**config.mk**
```make
export PLATFORM = sky130hd
export DESIGN_NAME = tracker_pattern_event_unpacker_core
export DESIGN_NICKNAME = d
export VERILOG_FILES = /design/src/hw/rtl/tpeu_pkg.sv /design/src/hw/rtl/tpeu_front.sv /design/src/hw/rtl/tpeu_queue.sv /design/src/hw/rtl/tpeu_back.sv /design/src/hw/rtl/tracker_pattern_event_unpacker_core.sv
export SDC_FILE = /design/constraint.sdc
export NUM_CORES = 1
export LEC_CHECK = 0
export BUFFER_PORTS_ARGS = -buffer_cell sky130_fd_sc_hd__buf_2
export CAP_MARGIN = 10
export CORE_ASPECT_RATIO = 1.2
export CORE_MARGIN = 2
export CORE_UTILIZATION = 61
export DETAILED_ROUTE_END_ITERATION = 10
export GPL_ROUTABILITY_DRIVEN = 0
export PLACE_DENSITY = 0.84
export SYNTH_ARGS = -nofsm -noshare
export SYNTH_HDL_FRONTEND = slang
export SYNTH_HIERARCHICAL = 1
export SYNTH_SLANG_ARGS = --single-unit
```
**constraint.sdc**
```tcl
create_clock -name clk_i -period 10.7 [get_ports clk_i]
set_clock_uncertainty 0.15 [all_clocks]
set_input_delay 1.605 -clock clk_i [delete_from_list [all_inputs] [get_ports clk_i]]
set_output_delay 1.605 -clock clk_i [all_outputs]
set_load 0.005 [all_outputs]
```
**src/hw/rtl/tpeu_pkg.sv**
```systemverilog
// ----------------------------------------------------------------------------
// Tracker pattern event unpacker package
// Shared constants, status codes and the queue entry that passes from the
// byte classifier to the event decoder.
// ----------------------------------------------------------------------------
package tpeu_pkg;

  // Default sizes handed to the top level.
  localparam int unsigned MaxChannelsDef = 32;
  localparam int unsigned MaxRowsDef     = 256;
  localparam int unsigned MaxPatternsDef = 256;

  // Depth of the queue between classifier and decoder.
  localparam int unsigned QueueDepthDef  = 4;

  // Field widths fixed by the packed format.
  localparam int unsigned ByteW     = 8;
  localparam int unsigned RowCountW = 9;
  localparam int unsigned ChanCfgW  = 6;
  localparam int unsigned FieldNum  = 5;

  // Channel count after reset.
  localparam logic [ChanCfgW-1:0] ChanCountRst = 6'd1;

  // Bit 7 of the opening byte marks a mask byte.
  localparam int unsigned MaskFlagBit = 7;

  // Bits of the mask byte, one per event field, in field order.
  localparam logic [FieldNum-1:0] FieldNote  = 5'h01;
  localparam logic [FieldNum-1:0] FieldInstr = 5'h02;
  localparam logic [FieldNum-1:0] FieldVol   = 5'h04;
  localparam logic [FieldNum-1:0] FieldFxTyp = 5'h08;
  localparam logic [FieldNum-1:0] FieldFxArg = 5'h10;

  // Fields still pending after a plain note byte.
  localparam logic [FieldNum-1:0] NoteTailMask = FieldInstr | FieldVol | FieldFxTyp | FieldFxArg;

  // Status reported with a result.
  typedef enum logic [1:0] {
    StRun   = 2'd0,
    StDone  = 2'd1,
    StTrunc = 2'd2,
    StCount = 2'd3
  } status_e;

  // One classified byte.
  typedef struct packed {
    logic                 start;
    logic                 last;
    logic [RowCountW-1:0] rows;
    logic [ByteW-1:0]     data;
    logic [ByteW-1:0]     note;
    logic [FieldNum-1:0]  first_mask;
  } entry_t;

endpackage

```
**src/hw/rtl/tpeu_front.sv**
```systemverilog
// ----------------------------------------------------------------------------
// Tracker pattern event unpacker: byte classifier
// Accepts packed bytes, clamps the row count and works out what an opening
// byte would mean, then pushes the result into the queue.
// ----------------------------------------------------------------------------
module tpeu_front
  import tpeu_pkg::*;
#(
  parameter int unsigned MAX_ROWS = MaxRowsDef
) (
  input  logic                 in_valid_i,
  output logic                 in_ready_o,
  input  logic                 start_of_pattern_i,
  input  logic [RowCountW-1:0] row_count_i,
  input  logic [ByteW-1:0]     data_byte_i,
  input  logic                 last_byte_i,
  input  logic                 q_ready_i,
  output logic                 q_push_o,
  output entry_t               q_entry_o
);

  localparam logic [RowCountW-1:0] RowsMax = RowCountW'(MAX_ROWS);

  logic                 is_mask;
  logic [RowCountW-1:0] rows_sat;

  // The request is taken whenever the queue has room.
  assign in_ready_o = q_ready_i;
  assign q_push_o   = in_valid_i & q_ready_i;

  assign is_mask = data_byte_i[MaskFlagBit];

  // Zero rows counts as one; larger counts saturate.
  always_comb begin
    rows_sat = row_count_i;
    if (row_count_i == '0) begin
      rows_sat = RowCountW'(1);
    end else if (row_count_i > RowsMax) begin
      rows_sat = RowsMax;
    end
  end

  // Build the queue entry.
  always_comb begin
    q_entry_o.start      = start_of_pattern_i;
    q_entry_o.last       = last_byte_i;
    q_entry_o.rows       = rows_sat;
    q_entry_o.data       = data_byte_i;
    q_entry_o.note       = is_mask ? '0 : data_byte_i;
    q_entry_o.first_mask = is_mask ? data_byte_i[FieldNum-1:0] : NoteTailMask;
  end

endmodule

```
**src/hw/rtl/tpeu_queue.sv**
```systemverilog
// ----------------------------------------------------------------------------
// Tracker pattern event unpacker: entry queue
// A short first-in first-out queue between classifier and decoder.
// ----------------------------------------------------------------------------
module tpeu_queue
  import tpeu_pkg::*;
#(
  parameter int unsigned DEPTH = QueueDepthDef
) (
  input  logic   clk_i,
  input  logic   rst_ni,
  input  logic   push_i,
  input  entry_t entry_i,
  output logic   ready_o,
  output logic   valid_o,
  input  logic   pop_i,
  output entry_t entry_o
);

  localparam int unsigned AW = (DEPTH > 1) ? $clog2(DEPTH) : 1;
  localparam int unsigned CW = $clog2(DEPTH + 1);
  localparam logic [AW-1:0] LastPtr = AW'(DEPTH - 1);
  localparam logic [CW-1:0] FullCnt = CW'(DEPTH);

  entry_t        mem_q [DEPTH];
  logic [AW-1:0] wr_ptr_q, wr_ptr_d;
  logic [AW-1:0] rd_ptr_q, rd_ptr_d;
  logic [CW-1:0] count_q, count_d;
  logic          do_push, do_pop;

  assign ready_o = (count_q != FullCnt);
  assign valid_o = (count_q != '0);
  assign entry_o = mem_q[rd_ptr_q];
  assign do_push = push_i & ready_o;
  assign do_pop  = pop_i & valid_o;

  // Pointer and fill count update.
  always_comb begin
    wr_ptr_d = wr_ptr_q;
    rd_ptr_d = rd_ptr_q;
    count_d  = count_q;
    if (do_push) begin
      wr_ptr_d = (wr_ptr_q == LastPtr) ? '0 : wr_ptr_q + 1'b1;
    end
    if (do_pop) begin
      rd_ptr_d = (rd_ptr_q == LastPtr) ? '0 : rd_ptr_q + 1'b1;
    end
    if (do_push && !do_pop) begin
      count_d = count_q + 1'b1;
    end else if (!do_push && do_pop) begin
      count_d = count_q - 1'b1;
    end
  end

  always_ff @(posedge clk_i or negedge rst_ni) begin
    if (!rst_ni) begin
      wr_ptr_q <= '0;
      rd_ptr_q <= '0;
      count_q  <= '0;
    end else begin
      wr_ptr_q <= wr_ptr_d;
      rd_ptr_q <= rd_ptr_d;
      count_q  <= count_d;
    end
  end

  // Entry storage.
  always_ff @(posedge clk_i) begin
    if (do_push) begin
      mem_q[wr_ptr_q] <= entry_i;
    end
  end

endmodule

```
**src/hw/rtl/tpeu_back.sv**
```systemverilog
// ----------------------------------------------------------------------------
// Tracker pattern event unpacker: event decoder
// Runs the packed-pattern parser on one queued byte per cycle while the result register is free
// or being emptied, keeps the row, channel and pattern counters and drives the registered result.
// ----------------------------------------------------------------------------
module tpeu_back
  import tpeu_pkg::*;
#(
  parameter int unsigned MAX_CHANNELS = MaxChannelsDef,
  parameter int unsigned MAX_ROWS     = MaxRowsDef,
  parameter int unsigned MAX_PATTERNS = MaxPatternsDef
) (
  input  logic                clk_i,
  input  logic                rst_ni,
  input  logic                cfg_valid_i,
  input  logic [ChanCfgW-1:0] channel_count_i,
  input  logic                q_valid_i,
  input  entry_t              q_entry_i,
  output logic                q_pop_o,
  output logic                out_valid_o,
  input  logic                out_ready_i,
  output logic                event_valid_o,
  output logic [ByteW-1:0]    pattern_number_o,
  output logic [ByteW-1:0]    row_number_o,
  output logic [4:0]          channel_number_o,
  output logic [ByteW-1:0]    note_value_o,
  output logic [ByteW-1:0]    instrument_value_o,
  output logic [ByteW-1:0]    volume_value_o,
  output logic [ByteW-1:0]    effect_kind_o,
  output logic [ByteW-1:0]    effect_argument_o,
  output logic [1:0]          status_o
);

  localparam int unsigned RW   = $clog2(MAX_ROWS + 1);
  localparam int unsigned CHW  = (MAX_CHANNELS > 1) ? $clog2(MAX_CHANNELS) : 1;
  localparam int unsigned PW   = (MAX_PATTERNS > 1) ? $clog2(MAX_PATTERNS) : 1;
  localparam int unsigned ACW  = ChanCfgW + 1;
  localparam logic [PW-1:0]  PatLast = PW'(MAX_PATTERNS - 1);
  localparam logic [ACW-1:0] ChanMax = ACW'(MAX_CHANNELS);

  // Configuration and parser state.
  logic [ChanCfgW-1:0] chan_cfg_q;
  logic                phase_q, phase_d;
  logic [FieldNum-1:0] mask_q, mask_d;
  logic [ByteW-1:0]    fields_q [FieldNum];
  logic [ByteW-1:0]    fields_d [FieldNum];
  logic [RW-1:0]       row_q, row_d;
  logic [RW-1:0]       rows_q, rows_d;
  logic [CHW-1:0]      chan_q, chan_d;
  logic [PW-1:0]       pat_q, pat_d;
  logic                skip_q, skip_d;

  // Working values of one step.
  logic [ACW-1:0] active;
  status_e        st;
  logic           emit, drop, found, pop, load;
  logic [RW-1:0]  ev_row;
  logic [CHW-1:0] ev_chan;
  logic [31:0]    pat_wide, row_wide, chan_wide;

  // Result register.
  logic              out_valid_q;
  logic              out_event_q;
  logic [ByteW-1:0]  out_pat_q;
  logic [ByteW-1:0]  out_row_q;
  logic [4:0]        out_chan_q;
  logic [ByteW-1:0]  out_fields_q [FieldNum];
  status_e           out_status_q;

  // A byte is taken when the result register is free or being emptied.
  assign pop     = q_valid_i & (~out_valid_q | out_ready_i);
  assign q_pop_o = pop;

  // Channels per row, with zero taken as one and a ceiling at the maximum.
  always_comb begin
    active = ACW'(chan_cfg_q);
    if (chan_cfg_q == '0) begin
      active = ACW'(1);
    end else if (ACW'(chan_cfg_q) > ChanMax) begin
      active = ChanMax;
    end
  end

  // Parser step for the byte at the head of the queue.
  always_comb begin
    phase_d  = phase_q;
    mask_d   = mask_q;
    fields_d = fields_q;
    row_d    = row_q;
    rows_d   = rows_q;
    chan_d   = chan_q;
    pat_d    = pat_q;
    skip_d   = skip_q;
    st       = StRun;
    emit     = 1'b0;
    drop     = 1'b0;
    found    = 1'b0;
    ev_row   = '0;
    ev_chan  = '0;

    // A start opens a new pattern and abandons any old one.
    if (q_entry_i.start) begin
      pat_d    = (pat_q == PatLast) ? '0 : pat_q + 1'b1;
      rows_d   = RW'(q_entry_i.rows);
      row_d    = '0;
      chan_d   = '0;
      phase_d  = 1'b0;
      mask_d   = '0;
      skip_d   = 1'b0;
      for (int i = 0; i < FieldNum; i++) begin
        fields_d[i] = '0;
      end
    end else if (skip_q) begin
      drop = 1'b1;
    end

    if (!drop) begin
      if (!phase_d) begin
        // Opening byte: too many events, or a mask or a note.
        if (row_d >= rows_d) begin
          st = StCount;
        end else begin
          fields_d[0] = q_entry_i.note;
          for (int i = 1; i < FieldNum; i++) begin
            fields_d[i] = '0;
          end
          mask_d  = q_entry_i.first_mask;
          phase_d = 1'b1;
        end
      end else begin
        // Following byte fills the lowest pending field.
        for (int i = 0; i < FieldNum; i++) begin
          if (!found && mask_d[i]) begin
            fields_d[i] = q_entry_i.data;
            mask_d[i]   = 1'b0;
            found       = 1'b1;
          end
        end
      end

      // Event complete: report it if not empty and advance the position.
      if (st == StRun && phase_d && mask_d == '0) begin
        phase_d = 1'b0;
        emit    = (fields_d[0] != '0) || (fields_d[1] != '0) || (fields_d[2] != '0) ||
                  (fields_d[3] != '0) || (fields_d[4] != '0);
        ev_row  = row_d;
        ev_chan = chan_d;
        if (ACW'(chan_d) + ACW'(1) >= active) begin
          chan_d = '0;
          row_d  = row_d + 1'b1;
        end else begin
          chan_d = chan_d + 1'b1;
        end
      end

      // End of the pattern data: check for a truncated event and the event count.
      if (st == StRun && q_entry_i.last) begin
        if (phase_d) begin
          st = StTrunc;
        end else if (row_d != rows_d || chan_d != '0) begin
          st = StCount;
        end else begin
          st = StDone;
        end
      end

      if (st != StRun) begin
        skip_d  = 1'b1;
        phase_d = 1'b0;
        mask_d  = '0;
      end
    end
  end

  assign load      = pop & (emit | (st != StRun));
  assign pat_wide  = 32'(pat_d);
  assign row_wide  = 32'(ev_row);
  assign chan_wide = 32'(ev_chan);

  // Control state.
  always_ff @(posedge clk_i or negedge rst_ni) begin
    if (!rst_ni) begin
      chan_cfg_q  <= ChanCountRst;
      phase_q     <= 1'b0;
      mask_q      <= '0;
      row_q       <= '0;
      rows_q      <= RW'(1);
      chan_q      <= '0;
      pat_q       <= PatLast;
      skip_q      <= 1'b1;
      out_valid_q <= 1'b0;
    end else begin
      if (cfg_valid_i) begin
        chan_cfg_q <= channel_count_i;
      end
      if (pop) begin
        phase_q <= phase_d;
        mask_q  <= mask_d;
        row_q   <= row_d;
        rows_q  <= rows_d;
        chan_q  <= chan_d;
        pat_q   <= pat_d;
        skip_q  <= skip_d;
      end
      if (load) begin
        out_valid_q <= 1'b1;
      end else if (out_ready_i) begin
        out_valid_q <= 1'b0;
      end
    end
  end

  // Event bytes and result payload.
  always_ff @(posedge clk_i) begin
    if (pop) begin
      fields_q <= fields_d;
    end
    if (load) begin
      out_event_q  <= emit;
      out_pat_q    <= pat_wide[ByteW-1:0];
      out_row_q    <= emit ? row_wide[ByteW-1:0] : '0;
      out_chan_q   <= emit ? chan_wide[4:0] : '0;
      out_status_q <= st;
      for (int i = 0; i < FieldNum; i++) begin
        out_fields_q[i] <= emit ? fields_d[i] : '0;
      end
    end
  end

  assign out_valid_o        = out_valid_q;
  assign event_valid_o      = out_event_q;
  assign pattern_number_o   = out_pat_q;
  assign row_number_o       = out_row_q;
  assign channel_number_o   = out_chan_q;
  assign note_value_o       = out_fields_q[0];
  assign instrument_value_o = out_fields_q[1];
  assign volume_value_o     = out_fields_q[2];
  assign effect_kind_o      = out_fields_q[3];
  assign effect_argument_o  = out_fields_q[4];
  assign status_o           = out_status_q;

endmodule

```
**src/hw/rtl/tracker_pattern_event_unpacker_core.sv**
```systemverilog
// ----------------------------------------------------------------------------
// Tracker pattern event unpacker
// Decodes packed tracker pattern bytes into note events with row, channel
// and pattern position, and reports a status at the end of each pattern.
// ----------------------------------------------------------------------------
// Usage:
//   The input channel takes one packed byte per request, with its start and
//   last flags and the row count sampled on the start byte. The output
//   channel carries one result per non-empty event or per status. The
//   configuration channel writes the channel count and is always ready; write
//   it only while no bytes are in flight.
//   Path: an accepted byte is written into the queue, and the decoder then
//   takes it from the queue head and loads its result into the result register.
//   Throughput: one byte per cycle, set by the decoder step, while the result register is free or being emptied.
//   A byte that ends no event and raises no status yields no result.
//   Reset: the queue and result register empty, the channel count becomes
//   one, and bytes are dropped until the first start byte.
//   Stalls: when the receiver holds ready low the result waits in its
//   register, the decoder stops, and the four-entry queue absorbs incoming
//   bytes; the input ready falls only when that queue is full.
// ----------------------------------------------------------------------------
module tracker_pattern_event_unpacker_core
  import tpeu_pkg::*;
#(
  parameter int unsigned MAX_CHANNELS = MaxChannelsDef,
  parameter int unsigned MAX_ROWS     = MaxRowsDef,
  parameter int unsigned MAX_PATTERNS = MaxPatternsDef
) (
  input  logic                 clk_i,
  input  logic                 rst_ni,
  input  logic                 cfg_valid_i,
  output logic                 cfg_ready_o,
  input  logic [ChanCfgW-1:0]  channel_count_i,
  input  logic                 in_valid_i,
  output logic                 in_ready_o,
  input  logic                 start_of_pattern_i,
  input  logic [RowCountW-1:0] row_count_i,
  input  logic [ByteW-1:0]     data_byte_i,
  input  logic                 last_byte_i,
  output logic                 out_valid_o,
  input  logic                 out_ready_i,
  output logic                 event_valid_o,
  output logic [ByteW-1:0]     pattern_number_o,
  output logic [ByteW-1:0]     row_number_o,
  output logic [4:0]           channel_number_o,
  output logic [ByteW-1:0]     note_value_o,
  output logic [ByteW-1:0]     instrument_value_o,
  output logic [ByteW-1:0]     volume_value_o,
  output logic [ByteW-1:0]     effect_kind_o,
  output logic [ByteW-1:0]     effect_argument_o,
  output logic [1:0]           status_o
);

  logic   q_ready, q_push, q_valid, q_pop;
  entry_t push_entry, head_entry;

  // The channel count register takes every write at once.
  assign cfg_ready_o = 1'b1;

  // Classifier.
  tpeu_front #(
    .MAX_ROWS (MAX_ROWS)
  ) u_front (
    .in_valid_i         (in_valid_i),
    .in_ready_o         (in_ready_o),
    .start_of_pattern_i (start_of_pattern_i),
    .row_count_i        (row_count_i),
    .data_byte_i        (data_byte_i),
    .last_byte_i        (last_byte_i),
    .q_ready_i          (q_ready),
    .q_push_o           (q_push),
    .q_entry_o          (push_entry)
  );

  // Queue between classifier and decoder.
  tpeu_queue #(
    .DEPTH (QueueDepthDef)
  ) u_queue (
    .clk_i   (clk_i),
    .rst_ni  (rst_ni),
    .push_i  (q_push),
    .entry_i (push_entry),
    .ready_o (q_ready),
    .valid_o (q_valid),
    .pop_i   (q_pop),
    .entry_o (head_entry)
  );

  // Decoder and result register.
  tpeu_back #(
    .MAX_CHANNELS (MAX_CHANNELS),
    .MAX_ROWS     (MAX_ROWS),
    .MAX_PATTERNS (MAX_PATTERNS)
  ) u_back (
    .clk_i              (clk_i),
    .rst_ni             (rst_ni),
    .cfg_valid_i        (cfg_valid_i),
    .channel_count_i    (channel_count_i),
    .q_valid_i          (q_valid),
    .q_entry_i          (head_entry),
    .q_pop_o            (q_pop),
    .out_valid_o        (out_valid_o),
    .out_ready_i        (out_ready_i),
    .event_valid_o      (event_valid_o),
    .pattern_number_o   (pattern_number_o),
    .row_number_o       (row_number_o),
    .channel_number_o   (channel_number_o),
    .note_value_o       (note_value_o),
    .instrument_value_o (instrument_value_o),
    .volume_value_o     (volume_value_o),
    .effect_kind_o      (effect_kind_o),
    .effect_argument_o  (effect_argument_o),
    .status_o           (status_o)
  );

endmodule
```
==> metrics.yaml <==
worst_setup_path:
  worstSetupStartpointType: "register"
  cp_common_cell: "nand4_1"
  crit_family: "simple AND/OR/NAND/NOR gates"
  crit_chain: "mux4_2 -> buf_4 -> mux2i_1 -> ha_1 -> nand4_1 -> a2111oi_4 -> a221o_1 -> nor2_2 -> nor2_1 -> a21boi_1 -> nand4_1 -> nand3_2 -> nor3b_1"
  crit_fanout: 42
  rrSetupSlack_ns: 4.39
  crit_start: "u_queue/rd_ptr_q[0]"
  rr_startpoint: "u_queue/rd_ptr_q[0]"
  crit_buf_inv: 1
  critPathArrivalTime_ns: 6.50
  worstSetupPathType: "reg -> reg"
  slowest_delay_ns: 0.83
  r2r-end: "u_back/row_number_o[1]"
  worstSetupEndpointType: "register"
  r2r_cells: 13
  critPathSlowestCell: "mux4_2"
  worstPathRequired_ns: 10.89
detailed_routing:
  drt-initial-drc-count: 778
  drt-total-wl_um: 28100
  num_vias: 8693
  drt-wirelength-per-cell_um: 20.7
  drtPass1Iterations: 6
  drc: 0
  vias_per_cell: 6.41
  ant_nets: 0
yosys:
  yosys.area_share.xor_xnor: 0.0183
  synth.area.mux_share: 0.0875
  synth_top_family_by_area: "simple AND/OR/NAND/NOR gates"
  synth_warnings: 6
  async_flop_share: 0.183
  ys.flop_type: "edfxtp_1"
  synthTopCellsByArea: "edfxtp_1 (52%), dfrtp_1 (7.6%), mux4_2 (5.4%)"
  syn_inst: 1005
  ys_seq_area_frac: 0.617
  post-synth-top-area-fraction: 0.519
  yosys.area.top_type: "edfxtp_1"
  synthAdderAreaFrac: 0.0229
  synthSimpleGateAreaFrac: 0.122
  netlist_area_sq_um: 13400
  syn_nets: 1059
  synth.distinct_cells: 75
  synth_compound_area_frac: 0.0986
  synth_seq_cells: 284
  syn_avg_cell_area_sq_um: 13.4
  synth_edf_count: 232
clock_network:
  postCtsHoldBufs: 0
  cts_tree: "yes"
  cts_sinks: 284
  cts_resized: 0
  htreeDepth: 1
  path_clk_slew_ns: 0.07
  cts_buffer_depth: 3
  root_buffer: "clkbuf_16"
  insertion_delay_ns: 0.54
  cts_buffers: 28
  cts_setup_buffers: 0
layout:
  syn2layout_area_growth_pct: 10.9
  multi_input_area_sq_um: 4710
  fillers: 1460
  antenna_cells: 0
  drive_gt1_frac: 0.227
  ff_latch_area_sq_um: 8280
  nets: 1115
  utilization: 0.688
global_route:
  grt_overflow: 0
  grt_first_pass_wirelength_um: 44700
  antenna_found_initial: 0
  track_usage: 0.240
  grt_max_degree: 65
  grt_pass1_vias: 8462
floorplanning:
  dieHeight_um: 167
  coreArea_sq_um: 21600
  ioPinCount: 97
  start_util: 0.621
  die-width_um: 139
  die_area_sq_um: 23200
  row_count: 59
sta:
  report.final.slew_viol_count: 0
  rsz0062_at_grt: "no"
  max_freq_ghz: 0.159
  hold_viol_final: 0
  period_needed_ns: 6.31
  fin_crit_sh: 0.590
  tns_ns: 0
  finalSetupViolations: 0
  max_slew_margin: 0.309
  holdWs_ns: 0.335
  tightest_slew_ns: 1.04
power_and_ir_drop:
  ir_drop_uv: 265
  power_density_nw_per_um2: 317
  leakagePower_nw: 5.43
worst_hold_path:
  min-delay-start: "u_back/rows_q[6]"
  hold_path_class: "reg -> reg"
  holdPathEnd: "u_back/rows_q[6]"
  hold_path_depth: 2
status:
  status: "finished, final reports clean"
place:
  io_buffers: 95
  hpwl_um: 18200
run:
  max-cap-violations: 0
==> state kept, by name (all words and copies together) (netlist names) <==
register,cells
u_back/pattern_number_o,8
u_back/event_valid_o,1
u_queue/mem_q,128
u_back/out_valid_o,1
u_queue/wr_ptr_q,2
u_queue/rd_ptr_q,2
u_back/phase_q,1
u_back/pat_q,8
u_back/fields_q,40
u_back/rows_q,9
u_back/row_number_o,8
u_back/channel_number_o,5
u_back/skip_q,1
u_back/status_o,2
u_back/out_fields_q,40
u_queue/count_q,3
u_back/chan_cfg_q,6
u_back/chan_q,5
u_back/mask_q,5
u_back/row_q,9
==> kinds of logic after synthesis <==
kind of cell | count (synthesis)
compound gates | 183
xor+xnor | 28
mux | 73
simple gates | 318
flops | 284
buf+inv | 93
fa+ha+maj | 24
other cells | 2
==> area by class of cell <==
type	instances	share of cell area
clock buffers	39	0.0526
inverters	16	0.00403
multi-input cells	628	0.316
clock inverters	13	0.0121
well taps	274	0.0230
flip-flops and latches	284	0.556
repair buffers	103	0.0360
==> how the worst max path moves through the flow <==
stage,endpoint,slack [ns],cells after the start
6_report,u_back/row_number_o[1],4.39,13
5_1_grt,u_back/row_number_o[1],4.02,13
4_1_cts,u_back/row_number_o[1],4.45,13
3_5_place_dp,u_back/row_number_o[1],4.51,13
3_3_place_gp,u_back/row_number_o[1],4.74,13
2_1_floorplan,u_back/channel_number_o[0],3.01,19
==> cell usage after synthesis, types with 12 or more instances <==
cell type / n
edfxtp_1: 232
nor2_1: 109
nand2_1: 67
dfrtp_1: 41
clkbuf_1: 38
o21ai_0: 37
a22oi_1: 34
a22o_1: 33
mux4_2: 32
a21oi_1: 26
mux2i_1: 24
ha_1: 23
buf_4: 21
nor2b_1: 18
xnor2_1: 18
nand2b_1: 17
inv_1: 16
mux2_2: 13
nand3_1: 12
==> through the flow <==
| step | setup WS, ns | instance area (sq um) | instances | power, mW |
|---|---|---|---|---|
| after floorplan | 3.01 | 13400 | 1005 | 3.18 |
| after CTS | 4.45 | 14900 | 1357 | 4.72 |
| after global placement | 4.74 | 13900 | 1305 | 3.62 |
| after global routing | 4.02 | 14900 | 1357 | 4.97 |
| after detailed placement | 4.51 | 13900 | 1305 | 3.70 |
| final | 4.39 | 14900 | 1357 | 4.72 |
==> worst reg2reg max path, delay by kind of cell, from the launching register on <==
kind,cells,cell delay [ns]
AOI/OAI and AO/OA,3,1.24
buffers and inverters,1,0.56
muxes,2,1.20
DFF,1,0.41
and+or+nand+nor,6,2.29
adders and majority gates,1,0.27
==> per-layer routing <==
layer	routed length (um)	track usage	up-vias
met2	14400	0.411	390
met3	1900	0.0313	61
met4	663	0.0725	0
met1	11200	0.324	4343
li1	-	-	3899
met5	0	0	-
==> cells in the final DEF, fill, tap and decap left out, types with 9 or more instances in the layout <==
| master | count |
|---|---|
| nand3_1 | 12 |
| buf_2 | 95 |
| a22oi_1 | 34 |
| ha_1 | 23 |
| and3_1 | 9 |
| inv_1 | 15 |
| o21ai_0 | 37 |
| clkbuf_16 | 29 |
| nor2b_1 | 18 |
| nor4_1 | 11 |
| a22o_1 | 33 |
| nor2_1 | 108 |
| nor3_1 | 11 |
| mux4_2 | 32 |
| nand2_1 | 67 |
| xor2_1 | 10 |
| nand2b_1 | 17 |
| mux2i_1 | 24 |
| dfstp_2 | 11 |
| mux2_2 | 13 |
| xnor2_1 | 18 |
| dfrtp_1 | 40 |
| edfxtp_1 | 232 |
| a21oi_1 | 26 |
==> power breakdown <==
| part | switching, mW | internal [mW] |
|---|---|---|
| Combinational | 1.14 | 0.668 |
| Clock | 0.406 | 0.610 |
| Sequential | 0.192 | 1.71 |
| Total | 1.74 | 2.98 |
Note: power is estimated with default switching activity, not from simulation.
